File: config.mk
export PLATFORM = sky130hd
export DESIGN_NAME = hex_ascii_frame_crc16_checker_unit
export DESIGN_NICKNAME = d
export VERILOG_FILES = /design/src/rtl/hafc_pkg.sv /design/src/rtl/hex_ascii_frame_crc16_checker_unit.sv /design/src/rtl/hafc_fifo.sv /design/src/rtl/hafc_front.sv /design/src/rtl/hafc_back.sv
export SDC_FILE = /design/constraint.sdc
export NUM_CORES = 1
export LEC_CHECK = 0
export ABC_CLOCK_PERIOD_IN_PS = 5200
export BUFFER_PORTS_ARGS = -buffer_cell sky130_fd_sc_hd__buf_2
export CAP_MARGIN = 20
export CORE_MARGIN = 1.5
export CORE_UTILIZATION = 47
export DETAILED_ROUTE_END_ITERATION = 10
export PLACE_DENSITY = 0.77
export SLEW_MARGIN = 5
export SYNTH_ARGS = -nofsm -noshare
export SYNTH_HDL_FRONTEND = slang
export SYNTH_SLANG_ARGS = --single-unit
File: constraint.sdc
create_clock -name clk_i -period 5.2 [get_ports clk_i]
set_input_delay 0.52 -clock clk_i [delete_from_list [all_inputs] [get_ports clk_i]]
set_output_delay 0.52 -clock clk_i [all_outputs]
set_load 0.01 [all_outputs]
File: src/rtl/hafc_pkg.sv
// Shared types and constants of the hex line frame checker.
package hafc_pkg;

  localparam int unsigned MAX_FRAME_BYTES_DEF = 1024;
  localparam int unsigned CMD_FIFO_DEPTH      = 2;
  localparam int unsigned OUT_FIFO_DEPTH      = 2;
  localparam int unsigned FRAME_W             = 11;

  localparam logic [15:0] CRC_POLY   = 16'hA001;
  localparam logic [7:0]  START_MARK = 8'h24;

  typedef enum logic [2:0] {
    ST_OK        = 3'd0,
    ST_NO_START  = 3'd1,
    ST_BAD_HEX   = 3'd2,
    ST_ODD       = 3'd3,
    ST_SHORT     = 3'd4,
    ST_CRC_BAD   = 3'd5,
    ST_TOO_LONG  = 3'd6
  } status_e;

  typedef struct packed {
    logic [7:0] char_code;
    logic       end_of_line;
  } in_word_t;

  typedef struct packed {
    logic               kind;
    logic [7:0]         data_byte;
    status_e            status;
    logic [FRAME_W-1:0] frame_bytes;
    logic [7:0]         command_id;
    logic               last;
  } out_word_t;

  // Work handed from the parser to the checksum stage.
  typedef struct packed {
    logic               emit;
    logic [7:0]         data_byte;
    logic               eol;
    status_e            status;
    logic               chk_crc;
    logic [FRAME_W-1:0] frame_bytes;
    logic [7:0]         command_id;
    logic [15:0]        exp_crc;
  } cmd_t;

endpackage

File: src/rtl/hex_ascii_frame_crc16_checker_unit.sv
// Top level of the hex line frame checker with CRC-16/ARC.
// Usage:
//   Input queue: drive in_word_i and push_i; a character word is taken at a clock
//   edge where push_i is high and full_o is low. end_of_line marks the line's last
//   character.
//   Result queue: while empty_o is low the oldest result word is on out_word_o;
//   it is taken at an edge where pop_i is high. Frame bytes come out as kind 0,
//   and every line ends in one status word (kind 1, last 1).
// Path: the first result word of a character enters the command queue at the edge
//   that takes it and the result queue when the checksum stage takes it; a status
//   word behind a frame byte of the same character follows that byte.
// Throughput: one character per cycle while full_o is low; the parser feeds a two-word
//   command queue and the checksum stage writes one result word per cycle while the
//   result queue has room. A line end that also releases a frame byte yields a byte
//   word, then a status word; a one-character line right behind it finds full_o high.
// Reset: all line state clears and both queues empty; the first character after
//   reset starts the hunt for the start mark.
// Stalls: when pop_i stays low the result and command queues fill and full_o
//   rises; nothing is dropped.
module hex_ascii_frame_crc16_checker_unit
  import hafc_pkg::*;
#(
  parameter int unsigned MAX_FRAME_BYTES = MAX_FRAME_BYTES_DEF
) (
  input  logic      clk_i,
  input  logic      rst_ni,
  input  logic      push_i,
  input  in_word_t  in_word_i,
  output logic      full_o,
  input  logic      pop_i,
  output logic      empty_o,
  output out_word_t out_word_o
);

  logic      accept;
  logic      cmd_push, cmd_full, cmd_empty, cmd_pop;
  cmd_t      cmd_wr, cmd_rd;
  logic      out_push, out_full;
  out_word_t out_wr;

  assign full_o = cmd_full;
  assign accept = push_i && !cmd_full;

  hafc_front #(
    .MAX_FRAME_BYTES(MAX_FRAME_BYTES)
  ) u_front (
    .clk_i     (clk_i),
    .rst_ni    (rst_ni),
    .accept_i  (accept),
    .in_word_i (in_word_i),
    .cmd_push_o(cmd_push),
    .cmd_o     (cmd_wr)
  );

  hafc_fifo #(
    .DEPTH(CMD_FIFO_DEPTH),
    .T    (cmd_t)
  ) u_cmd_fifo (
    .clk_i  (clk_i),
    .rst_ni (rst_ni),
    .push_i (cmd_push),
    .wdata_i(cmd_wr),
    .full_o (cmd_full),
    .pop_i  (cmd_pop),
    .empty_o(cmd_empty),
    .rdata_o(cmd_rd)
  );

  hafc_back u_back (
    .clk_i      (clk_i),
    .rst_ni     (rst_ni),
    .cmd_empty_i(cmd_empty),
    .cmd_i      (cmd_rd),
    .cmd_pop_o  (cmd_pop),
    .out_full_i (out_full),
    .out_push_o (out_push),
    .out_word_o (out_wr)
  );

  hafc_fifo #(
    .DEPTH(OUT_FIFO_DEPTH),
    .T    (out_word_t)
  ) u_out_fifo (
    .clk_i  (clk_i),
    .rst_ni (rst_ni),
    .push_i (out_push),
    .wdata_i(out_wr),
    .full_o (out_full),
    .pop_i  (pop_i),
    .empty_o(empty_o),
    .rdata_o(out_word_o)
  );

endmodule

File: src/rtl/hafc_fifo.sv
// Small register queue with a typed word.
module hafc_fifo #(
  parameter int unsigned DEPTH = 2,
  parameter type         T     = logic
) (
  input  logic clk_i,
  input  logic rst_ni,
  input  logic push_i,
  input  T     wdata_i,
  output logic full_o,
  input  logic pop_i,
  output logic empty_o,
  output T     rdata_o
);

  localparam int unsigned PW = (DEPTH > 1) ? $clog2(DEPTH) : 1;
  localparam int unsigned CW = $clog2(DEPTH + 1);

  T               mem_q [DEPTH];
  logic [PW-1:0]  wr_ptr_q, wr_ptr_d;
  logic [PW-1:0]  rd_ptr_q, rd_ptr_d;
  logic [CW-1:0]  cnt_q, cnt_d;
  logic           do_push, do_pop;

  assign full_o  = (cnt_q == CW'(DEPTH));
  assign empty_o = (cnt_q == '0);
  assign rdata_o = mem_q[rd_ptr_q];
  assign do_push = push_i && !full_o;
  assign do_pop  = pop_i && !empty_o;

  always_comb begin
    wr_ptr_d = wr_ptr_q;
    rd_ptr_d = rd_ptr_q;
    cnt_d    = cnt_q;
    if (do_push) begin
      wr_ptr_d = (wr_ptr_q == PW'(DEPTH - 1)) ? '0 : wr_ptr_q + PW'(1);
    end
    if (do_pop) begin
      rd_ptr_d = (rd_ptr_q == PW'(DEPTH - 1)) ? '0 : rd_ptr_q + PW'(1);
    end
    if (do_push && !do_pop) begin
      cnt_d = cnt_q + CW'(1);
    end else if (do_pop && !do_push) begin
      cnt_d = cnt_q - CW'(1);
    end
  end

  always_ff @(posedge clk_i or negedge rst_ni) begin
    if (!rst_ni) begin
      wr_ptr_q <= '0;
      rd_ptr_q <= '0;
      cnt_q    <= '0;
    end else begin
      wr_ptr_q <= wr_ptr_d;
      rd_ptr_q <= rd_ptr_d;
      cnt_q    <= cnt_d;
    end
  end

  always_ff @(posedge clk_i) begin
    if (do_push) begin
      mem_q[wr_ptr_q] <= wdata_i;
    end
  end

endmodule

File: src/rtl/hafc_front.sv
// Character parser: start mark, hex pairing, delay line, counts and status precursors.
module hafc_front
  import hafc_pkg::*;
#(
  parameter int unsigned MAX_FRAME_BYTES = MAX_FRAME_BYTES_DEF
) (
  input  logic     clk_i,
  input  logic     rst_ni,
  input  logic     accept_i,
  input  in_word_t in_word_i,
  output logic     cmd_push_o,
  output cmd_t     cmd_o
);

  localparam int unsigned CNT_W = $clog2(MAX_FRAME_BYTES + 4);
  localparam int unsigned FBW   = (CNT_W > FRAME_W) ? CNT_W : FRAME_W;
  localparam logic [CNT_W-1:0] CNT_SAT  = CNT_W'(MAX_FRAME_BYTES + 3);
  localparam logic [CNT_W-1:0] CNT_EMIT = CNT_W'(MAX_FRAME_BYTES + 2);
  localparam logic [CNT_W-1:0] CNT_MAX  = CNT_W'(MAX_FRAME_BYTES);

  localparam logic [7:0] CH_SPACE = 8'h20;
  localparam logic [7:0] CH_TAB   = 8'h09;
  localparam logic [7:0] CH_CR    = 8'h0D;
  localparam logic [7:0] CH_0     = 8'h30;
  localparam logic [7:0] CH_9     = 8'h39;
  localparam logic [7:0] CH_UA    = 8'h41;
  localparam logic [7:0] CH_UF    = 8'h46;
  localparam logic [7:0] CH_LA    = 8'h61;
  localparam logic [7:0] CH_LF    = 8'h66;

  logic             in_frame_q, in_frame_d;
  logic             nib_q, nib_d;
  logic [3:0]       hi_q, hi_d;
  logic [CNT_W-1:0] cnt_q, cnt_d;
  logic [7:0]       dly0_q, dly0_d;
  logic [7:0]       dly1_q, dly1_d;
  logic [7:0]       first_q, first_d;
  logic             err_q, err_d;
  logic             trail_q, trail_d;

  logic [7:0]       c;
  logic             is_space, is_hex;
  logic [3:0]       hex_val;
  logic             emit;
  logic [7:0]       emit_byte;
  logic [CNT_W-1:0] fb_cnt;
  logic [FBW-1:0]   fb_wide;
  status_e          pre_status;
  logic             chk_crc;

  assign c = in_word_i.char_code;

  always_comb begin
    is_space = (c == CH_SPACE) || ((c >= CH_TAB) && (c <= CH_CR));
    is_hex   = 1'b1;
    hex_val  = '0;
    if ((c >= CH_0) && (c <= CH_9)) begin
      hex_val = 4'(c - CH_0);
    end else if ((c >= CH_UA) && (c <= CH_UF)) begin
      hex_val = 4'(c - CH_UA + 8'd10);
    end else if ((c >= CH_LA) && (c <= CH_LF)) begin
      hex_val = 4'(c - CH_LA + 8'd10);
    end else begin
      is_hex = 1'b0;
    end
  end

  always_comb begin
    in_frame_d = in_frame_q;
    nib_d      = nib_q;
    hi_d       = hi_q;
    cnt_d      = cnt_q;
    dly0_d     = dly0_q;
    dly1_d     = dly1_q;
    first_d    = first_q;
    err_d      = err_q;
    trail_d    = trail_q;
    emit       = 1'b0;
    emit_byte  = dly0_q;

    if (!in_frame_q) begin
      if (c == START_MARK) begin
        in_frame_d = 1'b1;
      end
    end else if (!err_q) begin
      if (is_space) begin
        trail_d = 1'b1;
      end else if (!is_hex || trail_q) begin
        err_d = 1'b1;
      end else if (!nib_q) begin
        hi_d  = hex_val;
        nib_d = 1'b1;
      end else begin
        nib_d = 1'b0;
        // The byte leaving the delay line is a frame byte unless the frame is over length.
        if ((cnt_q >= CNT_W'(2)) && (cnt_q < CNT_EMIT)) begin
          emit = 1'b1;
          if (cnt_q == CNT_W'(2)) begin
            first_d = dly0_q;
          end
        end
        dly0_d = dly1_q;
        dly1_d = {hi_q, hex_val};
        if (cnt_q < CNT_SAT) begin
          cnt_d = cnt_q + CNT_W'(1);
        end
      end
    end

    fb_cnt = (cnt_d >= CNT_W'(2)) ? cnt_d - CNT_W'(2) : '0;
    if (fb_cnt > CNT_MAX) begin
      fb_cnt = CNT_MAX;
    end
    fb_wide = FBW'(fb_cnt);

    chk_crc = 1'b0;
    if (!in_frame_d) begin
      pre_status = ST_NO_START;
    end else if (err_d) begin
      pre_status = ST_BAD_HEX;
    end else if (nib_d) begin
      pre_status = ST_ODD;
    end else if (cnt_d > CNT_EMIT) begin
      pre_status = ST_TOO_LONG;
    end else if (cnt_d < CNT_W'(3)) begin
      pre_status = ST_SHORT;
    end else begin
      pre_status = ST_OK;
      chk_crc    = 1'b1;
    end
  end

  always_comb begin
    cmd_o.emit        = emit;
    cmd_o.data_byte   = emit_byte;
    cmd_o.eol         = in_word_i.end_of_line;
    cmd_o.status      = pre_status;
    cmd_o.chk_crc     = chk_crc;
    cmd_o.frame_bytes = fb_wide[FRAME_W-1:0];
    cmd_o.command_id  = first_d;
    cmd_o.exp_crc     = {dly1_d, dly0_d};
  end

  assign cmd_push_o = accept_i && (emit || in_word_i.end_of_line);

  always_ff @(posedge clk_i or negedge rst_ni) begin
    if (!rst_ni) begin
      in_frame_q <= 1'b0;
      nib_q      <= 1'b0;
      hi_q       <= '0;
      cnt_q      <= '0;
      dly0_q     <= '0;
      dly1_q     <= '0;
      first_q    <= '0;
      err_q      <= 1'b0;
      trail_q    <= 1'b0;
    end else if (accept_i) begin
      if (in_word_i.end_of_line) begin
        in_frame_q <= 1'b0;
        nib_q      <= 1'b0;
        hi_q       <= '0;
        cnt_q      <= '0;
        dly0_q     <= '0;
        dly1_q     <= '0;
        first_q    <= '0;
        err_q      <= 1'b0;
        trail_q    <= 1'b0;
      end else begin
        in_frame_q <= in_frame_d;
        nib_q      <= nib_d;
        hi_q       <= hi_d;
        cnt_q      <= cnt_d;
        dly0_q     <= dly0_d;
        dly1_q     <= dly1_d;
        first_q    <= first_d;
        err_q      <= err_d;
        trail_q    <= trail_d;
      end
    end
  end

  a_eol_clears: assert property (@(posedge clk_i) disable iff (!rst_ni)
    (accept_i && in_word_i.end_of_line) |=> (!in_frame_q && (cnt_q == '0) && !err_q))
    else $error("line state not cleared after end of line");

  a_emit_count: assert property (@(posedge clk_i) disable iff (!rst_ni)
    (accept_i && emit) |-> ((cnt_q >= CNT_W'(2)) && in_frame_q && nib_q))
    else $error("frame byte emitted without two bytes in the delay line");

  a_err_in_frame: assert property (@(posedge clk_i) disable iff (!rst_ni)
    (err_q || trail_q || nib_q) |-> in_frame_q)
    else $error("decode state set outside a frame");

endmodule

File: src/rtl/hafc_back.sv
// Checksum stage: CRC-16/ARC over frame bytes and result sequencing.
module hafc_back
  import hafc_pkg::*;
(
  input  logic      clk_i,
  input  logic      rst_ni,
  input  logic      cmd_empty_i,
  input  cmd_t      cmd_i,
  output logic      cmd_pop_o,
  input  logic      out_full_i,
  output logic      out_push_o,
  output out_word_t out_word_o
);

  logic [15:0] crc_q, crc_d;
  logic        byte_done_q, byte_done_d;

  function automatic logic [15:0] crc16_byte(input logic [15:0] crc_in, input logic [7:0] b_in);
    logic [15:0] crc;
    logic [7:0]  b;
    crc = crc_in;
    b   = b_in;
    for (int i = 0; i < 8; i++) begin
      if (b[0] ^ crc[0]) begin
        crc = (crc >> 1) ^ CRC_POLY;
      end else begin
        crc = crc >> 1;
      end
      b = b >> 1;
    end
    return crc;
  endfunction

  always_comb begin
    crc_d       = crc_q;
    byte_done_d = byte_done_q;
    cmd_pop_o   = 1'b0;
    out_push_o  = 1'b0;
    out_word_o  = '0;

    if (!cmd_empty_i && !out_full_i) begin
      if (cmd_i.emit && !byte_done_q) begin
        out_push_o           = 1'b1;
        out_word_o.data_byte = cmd_i.data_byte;
        crc_d                = crc16_byte(crc_q, cmd_i.data_byte);
        // A word that also ends the line stays at the head for its status result.
        if (cmd_i.eol) begin
          byte_done_d = 1'b1;
        end else begin
          cmd_pop_o = 1'b1;
        end
      end else if (cmd_i.eol) begin
        out_push_o             = 1'b1;
        out_word_o.kind        = 1'b1;
        out_word_o.frame_bytes = cmd_i.frame_bytes;
        out_word_o.command_id  = cmd_i.command_id;
        out_word_o.last        = 1'b1;
        if (cmd_i.chk_crc) begin
          out_word_o.status = (crc_q == cmd_i.exp_crc) ? ST_OK : ST_CRC_BAD;
        end else begin
          out_word_o.status = cmd_i.status;
        end
        crc_d       = '0;
        byte_done_d = 1'b0;
        cmd_pop_o   = 1'b1;
      end else begin
        cmd_pop_o = 1'b1;
      end
    end
  end

  always_ff @(posedge clk_i or negedge rst_ni) begin
    if (!rst_ni) begin
      crc_q       <= '0;
      byte_done_q <= 1'b0;
    end else begin
      crc_q       <= crc_d;
      byte_done_q <= byte_done_d;
    end
  end

  a_done_head: assert property (@(posedge clk_i) disable iff (!rst_ni)
    byte_done_q |-> (!cmd_empty_i && cmd_i.eol && cmd_i.emit))
    else $error("pending status without a matching head word");

  a_crc_restart: assert property (@(posedge clk_i) disable iff (!rst_ni)
    (out_push_o && out_word_o.last) |=> (crc_q == '0))
    else $error("checksum not restarted after a status result");

  a_pop_valid: assert property (@(posedge clk_i) disable iff (!rst_ni)
    cmd_pop_o |-> (!cmd_empty_i && !byte_done_d))
    else $error("command popped while its status is still owed");

endmodule

# After elaboration in Yosys (flattened, before gate mapping)
# Memory sizes are Yosys's and may differ from the RTL's.
# Cells that the tools add are included.
# totals
regBits,68
ramBits,162
wordCells,243
mem_count,2
# memory_table
memory,depth,word_bits,rd,rd_clocked_by_memory_dff,wr,line,text
u_cmd_fifo.mem_q,2,49,1,0,1,hafc_fifo.sv:19,T mem_q [DEPTH];
u_out_fifo.mem_q,2,32,1,0,1,hafc_fifo.sv:19,
# classes
addsub,15
order_cmp,15
eq_ne,10
mux,127
bitwise,16
reduce_logical,41
# op_table
op,count
two-way mux 16 bit,24
two-way mux 8 bit,21
two-way mux 11 bit,9
two-way mux 1 bit,50
two-way mux 23 bit,2
two-way mux 4 bit,9
two-way mux 32 bit,1
NOT 2 -> 3 bit,8
">= comparator 11 x 2 -> 1 bit, second input constant",2
"> comparator 11 bit, second input constant",2
"less-than comparator 11 bit, second input constant",2
two-way mux 3 bit,7
logical AND 1 bit,17
equality test 16 bit,1
"equality test 8 x 6 -> 1 bit, second input constant",2
">= comparator 8 x 7 -> 1 bit, second input constant",2
"less-or-equal comparator 8 x 7 -> 1 bit, second input constant",2
"subtractor 4 x 1 -> 4 bit, second input constant",3
"adder 11 x 1 -> 11 bit, second input constant",1
"equality test 11 x 2 -> 1 bit, second input constant",1
"less-than comparator 11 x 2 -> 1 bit, second input constant",1
"subtractor 11 x 2 -> 11 bit, second input constant",1
zero test 1 bit,10
nonzero test 2 bit,5
other kinds (17),41

# Depth between registers and ports, before layout
# Gate-level depths: netlist of run 1.
# An unclocked memory read counts as a cell.
# logic_depth
ltp_word,32
ltp_mapped,19
mapped_depth_nobuf,17

# Hierarchy
# A second synthesis of run 1 with hierarchy kept.
# hier_totals
hier_cells,779
hier_area_um2,10999.3
# modules_own_cells
mod,n_inst,cells_per_inst,area_per_inst_um2,seq_area_each_um2
hafc_fifo (u_cmd_fifo),1,172,3986.3,3042.9
hafc_front,1,362,3081.7,1076.0
hafc_fifo (u_out_fifo),1,119,2658.8,2021.9
hafc_back,1,125,1258.7,425.4
hex_ascii_frame_crc16_checker_unit,1,1,13.8,0.0

# Worst setup path before layout of run 1
# No wires, ideal clock.
# synth_timing
path_kind,in2reg
from,in in_word_i[1] (netlist name)
to,"mem u_cmd_fifo.mem_q[0][0] (netlist name), enable pin"
setup_ns,0.516
arrival_time_ns,5.609
path_slack_ns,-0.925
path_stages,11
n_path_buf,2
path_cell_list,inv_1 ha_1 nor3b_1 nor4_1 a21o_2 buf_6 nand2_1 clkbuf_1 nor2_1 nor2_1 nor3_1
# synth_lines
item,line,text
start: declaration,hex_ascii_frame_crc16_checker_unit.sv:28,"input in_word_t in_word_i,"
end: declaration,hafc_fifo.sv:19,

==> report_table.html, run 1 <==
<table>
<tr><th>Metric</th><th>Value</th></tr>
<tr><th colspan="2">Synthesis</th></tr>
<tr><td>Post-synthesis async set-or-reset flop share</td><td>roughly 30%</td></tr>
<tr><td>Post-synthesis instance total</td><td>844</td></tr>
<tr><td>Cell type with the highest aggregate area in the netlist</td><td>sky130_fd_sc_hd__edfxtp_1</td></tr>
<tr><td>Main flop type after synthesis</td><td>sky130_fd_sc_hd__edfxtp_1</td></tr>
<tr><td>Synth unique cells</td><td>between 60 and 70</td></tr>
<tr><td>Main area contributors after synthesis</td><td>sky130_fd_sc_hd__edfxtp_1, sky130_fd_sc_hd__dfrtp_1, sky130_fd_sc_hd__mux2i_1</td></tr>
<tr><td>Syn Area/Cell</td><td>approximately 13 µm²</td></tr>
<tr><td>Register bit total from synthesis</td><td>228</td></tr>
<tr><td>Seq/Total Area, Yosys</td><td>61.4%</td></tr>
<tr><td>Area share of the leading cell type in the synthesized netlist</td><td>between 40% and 50%</td></tr>
<tr><td>Cell area after technology mapping</td><td>0.0106 mm²</td></tr>
<tr><td>Warning count from the yosys run</td><td>0</td></tr>
<tr><td>Count of flip-flops with a built-in enable after synthesis</td><td>160</td></tr>
<tr><td>Syn Nets</td><td>just under 900</td></tr>
<tr><th colspan="2">Placement</th></tr>
<tr><td>Gp weighted congestion</td><td>0.882</td></tr>
<tr><td>Hpwl dp</td><td>14.1 mm</td></tr>
<tr><td>Inst Count DP</td><td>1139</td></tr>
<tr><td>Port buffer count</td><td>46</td></tr>
<tr><th colspan="2">Global route</th></tr>
<tr><td>GRT busiest layer</td><td>met2</td></tr>
<tr><td>Number of global-route vias before repair</td><td>6233</td></tr>
<tr><td>Congestion Overflow GR</td><td>0</td></tr>
<tr><td>Global-route wire length before repair</td><td>between 30 and 40 mm</td></tr>
<tr><td>Met3 GRT Util</td><td>2.44%</td></tr>
<tr><td>Overall fraction of global-route tracks in use</td><td>17.7%</td></tr>
<tr><td>Met1 Use GR</td><td>a little over a quarter</td></tr>
<tr><td>Antenna violations before repair</td><td>0</td></tr>
<tr><td>GR met2 Demand/Resource</td><td>27.6%</td></tr>
<tr><td>Maximum number of pins on one net before global-route repair</td><td>47</td></tr>
<tr><th colspan="2">Timing</th></tr>
<tr><td>Final number of max-transition violations</td><td>0</td></tr>
<tr><td>Total Neg Setup Slack</td><td>0 ps</td></tr>
<tr><td>Share of the clock period used by the worst path</td><td>81.1%</td></tr>
<tr><td>Highest clock rate</td><td>237 MHz</td></tr>
<tr><td>Setup repair after global routing missed its margin</td><td>no</td></tr>
<tr><td>Number of failing setup endpoints in the final timing report</td><td>0</td></tr>
<tr><td>Tightest Pin Transition</td><td>just over 1000 ps</td></tr>
<tr><td>Remaining max-slew budget at the tightest pin</td><td>about 31%</td></tr>
<tr><td>Final hold violation count</td><td>0</td></tr>
<tr><td>Clock period minus worst slack</td><td>4220 ps</td></tr>
<tr><td>Clock skew after layout</td><td>11.0 ps</td></tr>
<tr><th colspan="2">Die</th></tr>
<tr><td>Core area</td><td>0.0220 mm²</td></tr>
<tr><td>Die ar.</td><td>0.0235 mm²</td></tr>
<tr><td>Effective utilization at floorplan</td><td>48.3%</td></tr>
<tr><td>Die Span X</td><td>153 µm</td></tr>
<tr><td>Number of I/O pins</td><td>47</td></tr>
<tr><td>Die Height</td><td>153 µm</td></tr>
<tr><td>Total number of placement rows</td><td>54</td></tr>
<tr><th colspan="2">Critical path</th></tr>
<tr><td>Worst setup path category</td><td>primary input to register</td></tr>
<tr><td>R2r worst-path depth</td><td>14</td></tr>
<tr><td>Critical path launch point type</td><td>primary input</td></tr>
<tr><td>Cell Chain, Critical Path</td><td>buf_2 -&gt; inv_1 -&gt; ha_1 -&gt; nor3b_1 -&gt; nor4_1 -&gt; a21o_2 -&gt; nand2_1 -&gt; nor2_1 -&gt; nand2_1 -&gt; xnor2_1 -&gt; ha_1 -&gt; nand3_1 -&gt; o2111a_1 -&gt; o21ai_0 -&gt; a22oi_1 -&gt; a31oi_2 -&gt; o21ba_1</td></tr>
<tr><td>Critical Path Fanout Max</td><td>15</td></tr>
<tr><td>Cell with the biggest individual delay on the critical path</td><td>sky130_fd_sc_hd__nor4_1</td></tr>
<tr><td>Cell family contributing the most delay on the critical path</td><td>compound AO/OA/AOI/OAI gates</td></tr>
<tr><td>Instance count on the critical path</td><td>17</td></tr>
<tr><td>Critical path buffer and inverter count</td><td>2</td></tr>
<tr><td>Critical path required time</td><td>5450 ps</td></tr>
<tr><td>Biggest cell delay along the critical path</td><td>440 ps</td></tr>
<tr><td>Arrival @ worst endpoint</td><td>4460 ps</td></tr>
<tr><td>Crit end category</td><td>register</td></tr>
<tr><th colspan="2">Drt</th></tr>
<tr><td>Routed via count</td><td>~6600</td></tr>
<tr><td>Total Routed Length</td><td>between 20 and 25 mm</td></tr>
<tr><td>Post-route ant nets</td><td>0</td></tr>
<tr><td>Via density per instance</td><td>around 5.6</td></tr>
<tr><td>DRC violations left</td><td>6</td></tr>
<tr><td>Pre-antenna DRT Iters</td><td>8</td></tr>
<tr><td>Drt first-iter violations</td><td>612</td></tr>
<tr><td>Per-cell routed wire length</td><td>17.7 µm</td></tr>
<tr><th colspan="2">Cells and area</th></tr>
<tr><td># diodes</td><td>0</td></tr>
<tr><td>Layout net count</td><td>906</td></tr>
<tr><td>Synth-to-layout area growth</td><td>11.8%</td></tr>
<tr><td>Number of filler cells placed in the layout</td><td>1791</td></tr>
<tr><td>Fraction of final layout cells sized beyond drive strength 1</td><td>roughly 17%</td></tr>
<tr><td>Number of non-filler instances in the completed layout</td><td>1179</td></tr>
<tr><th colspan="2">Clock network</th></tr>
<tr><td>Post_cts resized</td><td>0</td></tr>
<tr><td>Maximum level of the CTS H-tree</td><td>1</td></tr>
<tr><td>Count of hold buffers inserted by post-cts repair</td><td>0</td></tr>
<tr><td>TritonCTS Buffers</td><td>22</td></tr>
<tr><td>Clock insertion delay at the later pin of the skew report</td><td>500 ps</td></tr>
<tr><td>Setup Fix Bufs, Post-CTS</td><td>0</td></tr>
<tr><td>Clock-pin slew of the registers on the worst-case setup and hold paths</td><td>60 ps</td></tr>
<tr><td>Worst-case clock buffer depth</td><td>3</td></tr>
<tr><td>Clock sink count</td><td>228</td></tr>
<tr><td>CTS root buf</td><td>sky130_fd_sc_hd__clkbuf_16</td></tr>
<tr><td>CTS tree</td><td>done</td></tr>
<tr><th colspan="2">Power</th></tr>
<tr><td>Largest vdd supply drop</td><td>roughly 250 µV</td></tr>
<tr><td>Power Dens Cells</td><td>~540 mW/mm²</td></tr>
<tr><td>Leak Pwr</td><td>between 4 and 5 nW</td></tr>
<tr><td>Final total power</td><td>6.36 mW</td></tr>
<tr><th colspan="2">Worst hold path</th></tr>
<tr><td>Path type of the worst min-delay path</td><td>primary input to asynchronous set/reset pin</td></tr>
<tr><th colspan="2">Outcome</th></tr>
<tr><td>Violated checks</td><td>DRC</td></tr>
<tr><td>Result of the run</td><td>complete, but fails checks</td></tr>
<tr><th colspan="2">Job</th></tr>
<tr><td>Reported max-cap violation count</td><td>0</td></tr>
</table>
## final cells by class
type / count / area, µm² / share of cell area, %
Clock buffer: 32 / 649 / 5.48
Clock inverter: 8 / 92.6 / 0.781
Inverter: 18 / 67.6 / 0.570
Multi-Input combinational cell: 556 / 3860 / 32.6
Sequential cell: 228 / 6510 / 54.9
Tap cell: 280 / 350 / 2.96
Timing Repair Buffer: 57 / 325 / 2.74
## per-stage QoR
step | util (%) | worst slack, ps | hold slack, ps | instance area (µm²)
floorplan | - | 584 | 224 | 10600
global placement | 50.6 | 588 | 462 | 11100
detailed placement | 50.6 | 470 | 467 | 11100
CTS | 54.0 | 976 | 130 | 11900
global route | 54.0 | 529 | 162 | 11900
finish | 54.0 | 983 | 105 | 11900
## placed cells by master (no fill, tap or decap), types with 3 or more instances in the layout
| cell | instances |
|---|---|
| sky130_fd_sc_hd__a21o_1 | 5 |
| sky130_fd_sc_hd__a21oi_1 | 21 |
| sky130_fd_sc_hd__a22o_1 | 26 |
| sky130_fd_sc_hd__a22oi_1 | 6 |
| sky130_fd_sc_hd__a31o_2 | 3 |
| sky130_fd_sc_hd__a31oi_1 | 5 |
| sky130_fd_sc_hd__and2_1 | 4 |
| sky130_fd_sc_hd__and3_1 | 4 |
| sky130_fd_sc_hd__buf_2 | 46 |
| sky130_fd_sc_hd__buf_4 | 10 |
| sky130_fd_sc_hd__clkbuf_1 | 5 |
| sky130_fd_sc_hd__clkbuf_16 | 23 |
| sky130_fd_sc_hd__clkbuf_8 | 4 |
| sky130_fd_sc_hd__dfrtp_1 | 67 |
| sky130_fd_sc_hd__edfxtp_1 | 160 |
| sky130_fd_sc_hd__ha_1 | 10 |
| sky130_fd_sc_hd__inv_1 | 18 |
| sky130_fd_sc_hd__mux2_2 | 39 |
| sky130_fd_sc_hd__mux2i_1 | 47 |
| sky130_fd_sc_hd__nand2_1 | 97 |
| sky130_fd_sc_hd__nand2b_1 | 6 |
| sky130_fd_sc_hd__nand3_1 | 26 |
| sky130_fd_sc_hd__nand3b_1 | 4 |
| sky130_fd_sc_hd__nand4_1 | 6 |
| sky130_fd_sc_hd__nor2_1 | 72 |
| sky130_fd_sc_hd__nor3_1 | 13 |
| sky130_fd_sc_hd__nor3b_1 | 6 |
| sky130_fd_sc_hd__nor4_1 | 8 |
| sky130_fd_sc_hd__nor4_4 | 3 |
| sky130_fd_sc_hd__o21ai_0 | 32 |
| sky130_fd_sc_hd__o22a_1 | 3 |
| sky130_fd_sc_hd__o22ai_1 | 7 |
| sky130_fd_sc_hd__o31ai_1 | 4 |
| sky130_fd_sc_hd__or2_2 | 4 |
| sky130_fd_sc_hd__xnor2_1 | 46 |
| sky130_fd_sc_hd__xor2_1 | 11 |
## state kept, by name (all words and copies together) (netlist names)
| register | cells |
|---|---|
| u_cmd_fifo.cnt_q | 2 |
| u_cmd_fifo.rd_ptr_q | 1 |
| u_front.trail_q | 1 |
| u_back.crc_q | 16 |
| u_front.dly0_q | 8 |
| u_front.err_q | 1 |
| u_front.dly1_q | 8 |
| u_out_fifo.cnt_q | 2 |
| u_front.cnt_q | 11 |
| u_out_fifo.wr_ptr_q | 1 |
| u_front.in_frame_q | 1 |
| u_front.nib_q | 1 |
| u_out_fifo.rd_ptr_q | 1 |
| u_front.hi_q | 4 |
| u_back.byte_done_q | 1 |
| u_out_fifo.mem_q | 62 |
| u_cmd_fifo.mem_q | 98 |
| u_front.first_q | 8 |
| u_cmd_fifo.wr_ptr_q | 1 |
## layer usage
layer  part of all wire, %  vias to the layer above
met5                     0                        -
met4                   1.7                        0
met3                   4.9                       27
met2                    45                      188
met1                    48                     3230
li1                      -                     3184
## power breakdown
group	internal, mW	switching (mW)	total [mW]
Sequential	2.48	0.216	2.70
Clock	0.965	0.640	1.60
Combinational	0.868	1.19	2.06
Total	4.31	2.04	6.36
## kinds of logic (layout without fill, tap and decap cells)
family | Yosys count | after routing | share of synthesized area (%)
adders and majority gates | 10 | 10 | 1.18
muxes | 86 | 86 | 8.58
xor gates and xnor gates | 57 | 57 | 4.71
buffers and inverters | 60 | 115 | 2.41
and+or+nand+nor | 265 | 265 | 12.0
DFF | 228 | 228 | 61.4
AOI/OAI and AO/OA | 138 | 138 | 9.76
## worst reg2reg max path: stages (launching register included)
cell	delay, ps
sky130_fd_sc_hd__dfrtp_1	400
sky130_fd_sc_hd__and2b_1	280
sky130_fd_sc_hd__nand2_1	130
sky130_fd_sc_hd__nor2_1	500
sky130_fd_sc_hd__nand2_1	150
sky130_fd_sc_hd__nor2_1	280
sky130_fd_sc_hd__nand2_1	110
sky130_fd_sc_hd__xnor2_1	310
sky130_fd_sc_hd__ha_1	330
sky130_fd_sc_hd__nand3_1	100
sky130_fd_sc_hd__o2111a_1	260
sky130_fd_sc_hd__o21ai_0	210
sky130_fd_sc_hd__a22oi_1	120
sky130_fd_sc_hd__a31oi_2	370
sky130_fd_sc_hd__o21ba_1	220
## synth_stat cells (7+ instances only)
cell type and n:
sky130_fd_sc_hd__nor2_1 72, sky130_fd_sc_hd__a21oi_1 22, sky130_fd_sc_hd__nand3_1 26, sky130_fd_sc_hd__buf_1 10, sky130_fd_sc_hd__xnor2_1 46, sky130_fd_sc_hd__dfrtp_1 68
sky130_fd_sc_hd__inv_1 18, sky130_fd_sc_hd__nor3_1 14, sky130_fd_sc_hd__clkbuf_1 25, sky130_fd_sc_hd__nor4_1 8, sky130_fd_sc_hd__edfxtp_1 160, sky130_fd_sc_hd__mux2i_1 47
sky130_fd_sc_hd__nand2_1 97, sky130_fd_sc_hd__o21ai_0 32, sky130_fd_sc_hd__mux2_2 39, sky130_fd_sc_hd__o22ai_1 7, sky130_fd_sc_hd__ha_1 10, sky130_fd_sc_hd__xor2_1 11
sky130_fd_sc_hd__a22o_1 26
## path summary, 6_finish.rpt
check	endpoint	startpoint	slack, ps
max in group asynchronous	u_cmd_fifo.rd_ptr_q	rst_ni	4110
min	u_front.dly1_q[4]	rst_ni	100
max reg2reg	u_cmd_fifo.mem_q[0][24]	u_front.err_q	1190
min reg2reg	u_out_fifo.rd_ptr_q	u_out_fifo.rd_ptr_q	470
min in group clk_i	u_out_fifo.rd_ptr_q	pop_i	360
max	u_cmd_fifo.mem_q[0][24]	in_word_i[1]	980
(Power assumes the default switching activity.)
==> run 2, diff against run 1 <==
--- a/config.mk
+++ b/config.mk
@@ -5,13 +5,14 @@
 export SDC_FILE = /design/constraint.sdc
 export NUM_CORES = 1
 export LEC_CHECK = 0
-export ABC_CLOCK_PERIOD_IN_PS = 5200
+export ABC_AREA = 1
+export ABC_CLOCK_PERIOD_IN_PS = 4400
 export BUFFER_PORTS_ARGS = -buffer_cell sky130_fd_sc_hd__buf_2
 export CAP_MARGIN = 20
 export CORE_MARGIN = 1.5
 export CORE_UTILIZATION = 47
 export DETAILED_ROUTE_END_ITERATION = 10
-export PLACE_DENSITY = 0.77
+export PLACE_DENSITY = 0.75
 export SLEW_MARGIN = 5
 export SYNTH_ARGS = -nofsm -noshare
 export SYNTH_HDL_FRONTEND = slang
==> constraint.sdc (replaced) <==
create_clock -name clk_i -period 4.4 [get_ports clk_i]
set_input_delay 0.44 -clock clk_i [delete_from_list [all_inputs] [get_ports clk_i]]
set_output_delay 0.44 -clock clk_i [all_outputs]
set_load 0.01 [all_outputs]
==> report_table.html, run 2 <==
<table>
<tr><th>Metric</th><th>Value</th></tr>
<tr><th colspan="2">Global route</th></tr>
<tr><td>Antenna violations before repair</td><td>0 (unchanged)</td></tr>
<tr><td>Congestion Overflow GR</td><td>0 (unchanged)</td></tr>
<tr><td>Global-route wire length before repair</td><td>36.1 mm (+8.6%)</td></tr>
<tr><td>Overall fraction of global-route tracks in use</td><td>19.0% (+1.3 points)</td></tr>
<tr><td>Maximum number of pins on one net before global-route repair</td><td>46 (-2.1%)</td></tr>
<tr><td>Number of global-route vias before repair</td><td>7141 (+15%)</td></tr>
<tr><th colspan="2">Die</th></tr>
<tr><td>Total number of placement rows</td><td>54 (unchanged)</td></tr>
<tr><td>Die ar.</td><td>0.0235 mm² (+0.10%)</td></tr>
<tr><td>Number of I/O pins</td><td>47 (unchanged)</td></tr>
<tr><td>Die Span X</td><td>153 µm (about the same)</td></tr>
<tr><td>Effective utilization at floorplan</td><td>48.3% (+0.051 points)</td></tr>
<tr><td>Core area</td><td>0.0220 mm² (unchanged)</td></tr>
<tr><td>Die Height</td><td>153 µm (about the same)</td></tr>
<tr><th colspan="2">Timing</th></tr>
<tr><td>Final hold violation count</td><td>0 (unchanged)</td></tr>
<tr><td>Minimum setup slack in the final design</td><td>1150 ps (+172 ps)</td></tr>
<tr><td>Total Neg Setup Slack</td><td>0 ps (unchanged)</td></tr>
<tr><td>Number of failing setup endpoints in the final timing report</td><td>0 (unchanged)</td></tr>
<tr><td>Remaining max-slew budget at the tightest pin</td><td>30.0% (-1.3 points)</td></tr>
<tr><td>Tightest Pin Transition</td><td>1050 ps (+20.1 ps)</td></tr>
<tr><td>Final number of max-transition violations</td><td>0 (unchanged)</td></tr>
<tr><td>Fin Hold WS</td><td>52.4 ps (-52.2 ps)</td></tr>
<tr><td>Share of the clock period used by the worst path</td><td>73.8%</td></tr>
<tr><td>Highest clock rate</td><td>approximately 310 MHz</td></tr>
<tr><td>Setup repair after global routing missed its margin</td><td>no</td></tr>
<tr><td>Clock skew after layout</td><td>28.0 ps (+16.9 ps)</td></tr>
<tr><td>Clock period minus worst slack</td><td>between 3000 and 4000 ps</td></tr>
<tr><th colspan="2">Synthesis</th></tr>
<tr><td>Seq/Total Area, Yosys</td><td>61.3% (-0.065 points)</td></tr>
<tr><td>Syn Area/Cell</td><td>10.0 µm² (-20%)</td></tr>
<tr><td>Count of flip-flops with a built-in enable after synthesis</td><td>160 (unchanged)</td></tr>
<tr><td>Synth cell count leaders</td><td>sky130_fd_sc_hd__nand2_1, sky130_fd_sc_hd__edfxtp_1, sky130_fd_sc_hd__inv_1</td></tr>
<tr><td>Warning count from the yosys run</td><td>0 (unchanged)</td></tr>
<tr><td>Most instantiated library cell after synthesis</td><td>sky130_fd_sc_hd__nand2_1</td></tr>
<tr><td>Post-synthesis async set-or-reset flop share</td><td>29.8% (unchanged)</td></tr>
<tr><td>Post-synthesis instance total</td><td>1057 (+25%)</td></tr>
<tr><td>Area share of the leading cell type in the synthesized netlist</td><td>45.3% (-0.048 points)</td></tr>
<tr><td>Register bit total from synthesis</td><td>228 (unchanged)</td></tr>
<tr><td>Cell type with the highest aggregate area in the netlist</td><td>sky130_fd_sc_hd__edfxtp_1</td></tr>
<tr><td>Syn Nets</td><td>1080 (+25%)</td></tr>
<tr><td>Synth unique cells</td><td>50 (-22%)</td></tr>
<tr><td>Main flop type after synthesis</td><td>sky130_fd_sc_hd__edfxtp_1</td></tr>
<tr><td>Cell area after technology mapping</td><td>0.0106 mm² (+0.11%)</td></tr>
<tr><td>Main area contributors after synthesis</td><td>sky130_fd_sc_hd__edfxtp_1, sky130_fd_sc_hd__dfrtp_1, sky130_fd_sc_hd__nand2_1</td></tr>
<tr><th colspan="2">Outcome</th></tr>
<tr><td>Result of the run</td><td>complete, but fails checks</td></tr>
<tr><td>Violated checks</td><td>DRC</td></tr>
<tr><th colspan="2">Placement</th></tr>
<tr><td>Gp weighted congestion</td><td>0.923 (+4.7%)</td></tr>
<tr><td>Inst Count DP</td><td>1363 (+20%)</td></tr>
<tr><td>Port buffer count</td><td>46 (unchanged)</td></tr>
<tr><td>Hpwl dp</td><td>15.1 mm (+7.0%)</td></tr>
<tr><td>Placement-stage worst setup slack</td><td>756 ps (+286 ps)</td></tr>
<tr><td>Placed standard-cell area</td><td>0.0112 mm² (+0.72%)</td></tr>
<tr><th colspan="2">Power</th></tr>
<tr><td>Final total power</td><td>8.04 mW (+26%)</td></tr>
<tr><td>Leak Pwr</td><td>5.45 nW (+19%)</td></tr>
<tr><td>Power Dens Cells</td><td>672 mW/mm² (+25%)</td></tr>
<tr><td>Largest vdd supply drop</td><td>353 µV (+44%)</td></tr>
<tr><th colspan="2">Cells and area</th></tr>
<tr><td>Final design utilization</td><td>54.5% (+0.54 points)</td></tr>
<tr><td>Layout net count</td><td>1132 (+25%)</td></tr>
<tr><td>Number of filler cells placed in the layout</td><td>1814 (+1.3%)</td></tr>
<tr><td>Fraction of final layout cells sized beyond drive strength 1</td><td>14.2% (-3.2 points)</td></tr>
<tr><td>Regs by FF count</td><td>u_cmd_fifo.mem_q x98, u_out_fifo.mem_q x62, u_back.crc_q x16</td></tr>
<tr><td>Synth-to-layout area growth</td><td>12.8%</td></tr>
<tr><td>Max reg flops</td><td>98 (unchanged)</td></tr>
<tr><td># diodes</td><td>0 (unchanged)</td></tr>
<tr><td>Leading cell type in the layout, fill and taps excluded</td><td>sky130_fd_sc_hd__nand2_1</td></tr>
<tr><td>Commonest non-fill, non-tap cells in the layout</td><td>sky130_fd_sc_hd__nand2_1, sky130_fd_sc_hd__edfxtp_1, sky130_fd_sc_hd__inv_1</td></tr>
<tr><td>Design Area, Final</td><td>0.0120 mm² (+1.0%)</td></tr>
<tr><td>Number of non-filler instances in the completed layout</td><td>1407 (+19%)</td></tr>
<tr><td>Reg with most FFs</td><td>u_cmd_fifo.mem_q</td></tr>
<tr><th colspan="2">Clock network</th></tr>
<tr><td>Clock sink count</td><td>228 (unchanged)</td></tr>
<tr><td>CTS root buf</td><td>sky130_fd_sc_hd__clkbuf_16</td></tr>
<tr><td>Post_cts resized</td><td>0 (unchanged)</td></tr>
<tr><td>Setup Fix Bufs, Post-CTS</td><td>0 (unchanged)</td></tr>
<tr><td>Maximum level of the CTS H-tree</td><td>1 (unchanged)</td></tr>
<tr><td>Count of hold buffers inserted by post-cts repair</td><td>0 (unchanged)</td></tr>
<tr><td>Clock-pin slew of the registers on the worst-case setup and hold paths</td><td>60 ps (about the same)</td></tr>
<tr><td>Worst-case clock buffer depth</td><td>3 (unchanged)</td></tr>
<tr><td>TritonCTS Buffers</td><td>24 (+9.1%)</td></tr>
<tr><td>CTS tree</td><td>done</td></tr>
<tr><td>Clock insertion delay at the later pin of the skew report</td><td>520 ps (+20 ps)</td></tr>
<tr><th colspan="2">Worst hold path</th></tr>
<tr><td>Path type of the worst min-delay path</td><td>primary input to asynchronous set/reset pin</td></tr>
<tr><th colspan="2">Drt</th></tr>
<tr><td>Drt first-iter violations</td><td>579 (-5.4%)</td></tr>
<tr><td>DRC violations left</td><td>6 (unchanged)</td></tr>
<tr><td>Post-route ant nets</td><td>0 (unchanged)</td></tr>
<tr><td>Routed via count</td><td>7404 (+12%)</td></tr>
<tr><td>Total Routed Length</td><td>22.0 mm (+5.6%)</td></tr>
<tr><td>Via density per instance</td><td>5.26 (-6.4%)</td></tr>
<tr><td>Pre-antenna DRT Iters</td><td>8 (unchanged)</td></tr>
<tr><td>Per-cell routed wire length</td><td>15.7 µm (-11%)</td></tr>
<tr><th colspan="2">Critical path</th></tr>
<tr><td>Critical Path Fanout Max</td><td>11 (-4)</td></tr>
<tr><td>Critical path launch point type</td><td>register</td></tr>
<tr><td>Origin of the critical flop-to-flop path</td><td>u_front.cnt_q[5]</td></tr>
<tr><td>R2r worst-path depth</td><td>20 (+6)</td></tr>
<tr><td>Critical Path Start</td><td>u_front.cnt_q[5]</td></tr>
<tr><td>Arrival @ worst endpoint</td><td>3570 ps (-890 ps)</td></tr>
<tr><td>Critical path required time</td><td>4730 ps (-720 ps)</td></tr>
<tr><td>Crit end category</td><td>register</td></tr>
<tr><td>Worst setup path category</td><td>register to register</td></tr>
<tr><th colspan="2">Job</th></tr>
<tr><td>Reported max-cap violation count</td><td>0 (unchanged)</td></tr>
</table>
## run 2: cells by family after synthesis
logic type | share of synthesized area (%)
AOI/OAI and AO/OA | 8.66
xor gates and xnor gates | 3.03
adders and majority gates | 1.18
buffers and inverters | 5.86
DFF | 61.3
muxes | 0.849
and+or+nand+nor | 19.1
## run 2: routing by layer
metal,vias up,global-route usage [%],wire length [µm]
met5,-,0,0
met4,0,5.60,540
met3,48,2.72,1210
met2,223,31.6,10500
met1,3501,26.0,9820
li1,3632,-,-
## run 2: final cells by class
class / instances / area, µm² / area share, %
sequential: 228 / 6510 / 54.3
multi-input combinational: 667 / 3500 / 29.2
clock buffer: 35 / 652 / 5.45
inverter: 130 / 488 / 4.08
tap: 280 / 350 / 2.93
timing repair buffer: 58 / 345 / 2.88
clock inverter: 9 / 129 / 1.08
## run 2: worst paths after layout
kind | end | slack [ps]
max | u_cmd_fifo.mem_q[0][26] | 1150
min | u_back.byte_done_q | 50
max reg2reg | u_cmd_fifo.mem_q[0][26] | 1150
min in group clk_i | u_cmd_fifo.mem_q[1][39] | 240
min reg2reg | u_cmd_fifo.mem_q[1][44] | 460
max in group asynchronous | u_front.cnt_q[7] | 3310
## run 2: report_power, final
| part | leakage, nW | switching (mW) | internal, mW |
|---|---|---|---|
| sequential | 2.43 | 0.179 | 2.90 |
| clock | 0.379 | 0.787 | 1.20 |
| combinational | 2.64 | 2.02 | 0.946 |
| total | 5.45 | 2.98 | 5.06 |
## run 2: worst max-delay path, stage by stage, from the launching register on
cell,delay (ps)
sky130_fd_sc_hd__dfrtp_1,440
sky130_fd_sc_hd__inv_2,110
sky130_fd_sc_hd__nand2_1,80
sky130_fd_sc_hd__nor2_2,160
sky130_fd_sc_hd__nand3_1,110
sky130_fd_sc_hd__nand2_1,110
sky130_fd_sc_hd__nand3_1,80
sky130_fd_sc_hd__nor2_1,140
sky130_fd_sc_hd__nand2_1,70
sky130_fd_sc_hd__nand2_1,60
sky130_fd_sc_hd__nand2_1,90
sky130_fd_sc_hd__inv_1,200
sky130_fd_sc_hd__ha_1,230
sky130_fd_sc_hd__nand2_2,100
sky130_fd_sc_hd__a21oi_2,130
sky130_fd_sc_hd__nand3_2,200
sky130_fd_sc_hd__inv_1,180
sky130_fd_sc_hd__nor2_1,90
sky130_fd_sc_hd__nor2_2,110
sky130_fd_sc_hd__nand3_2,140
sky130_fd_sc_hd__a21oi_1,230
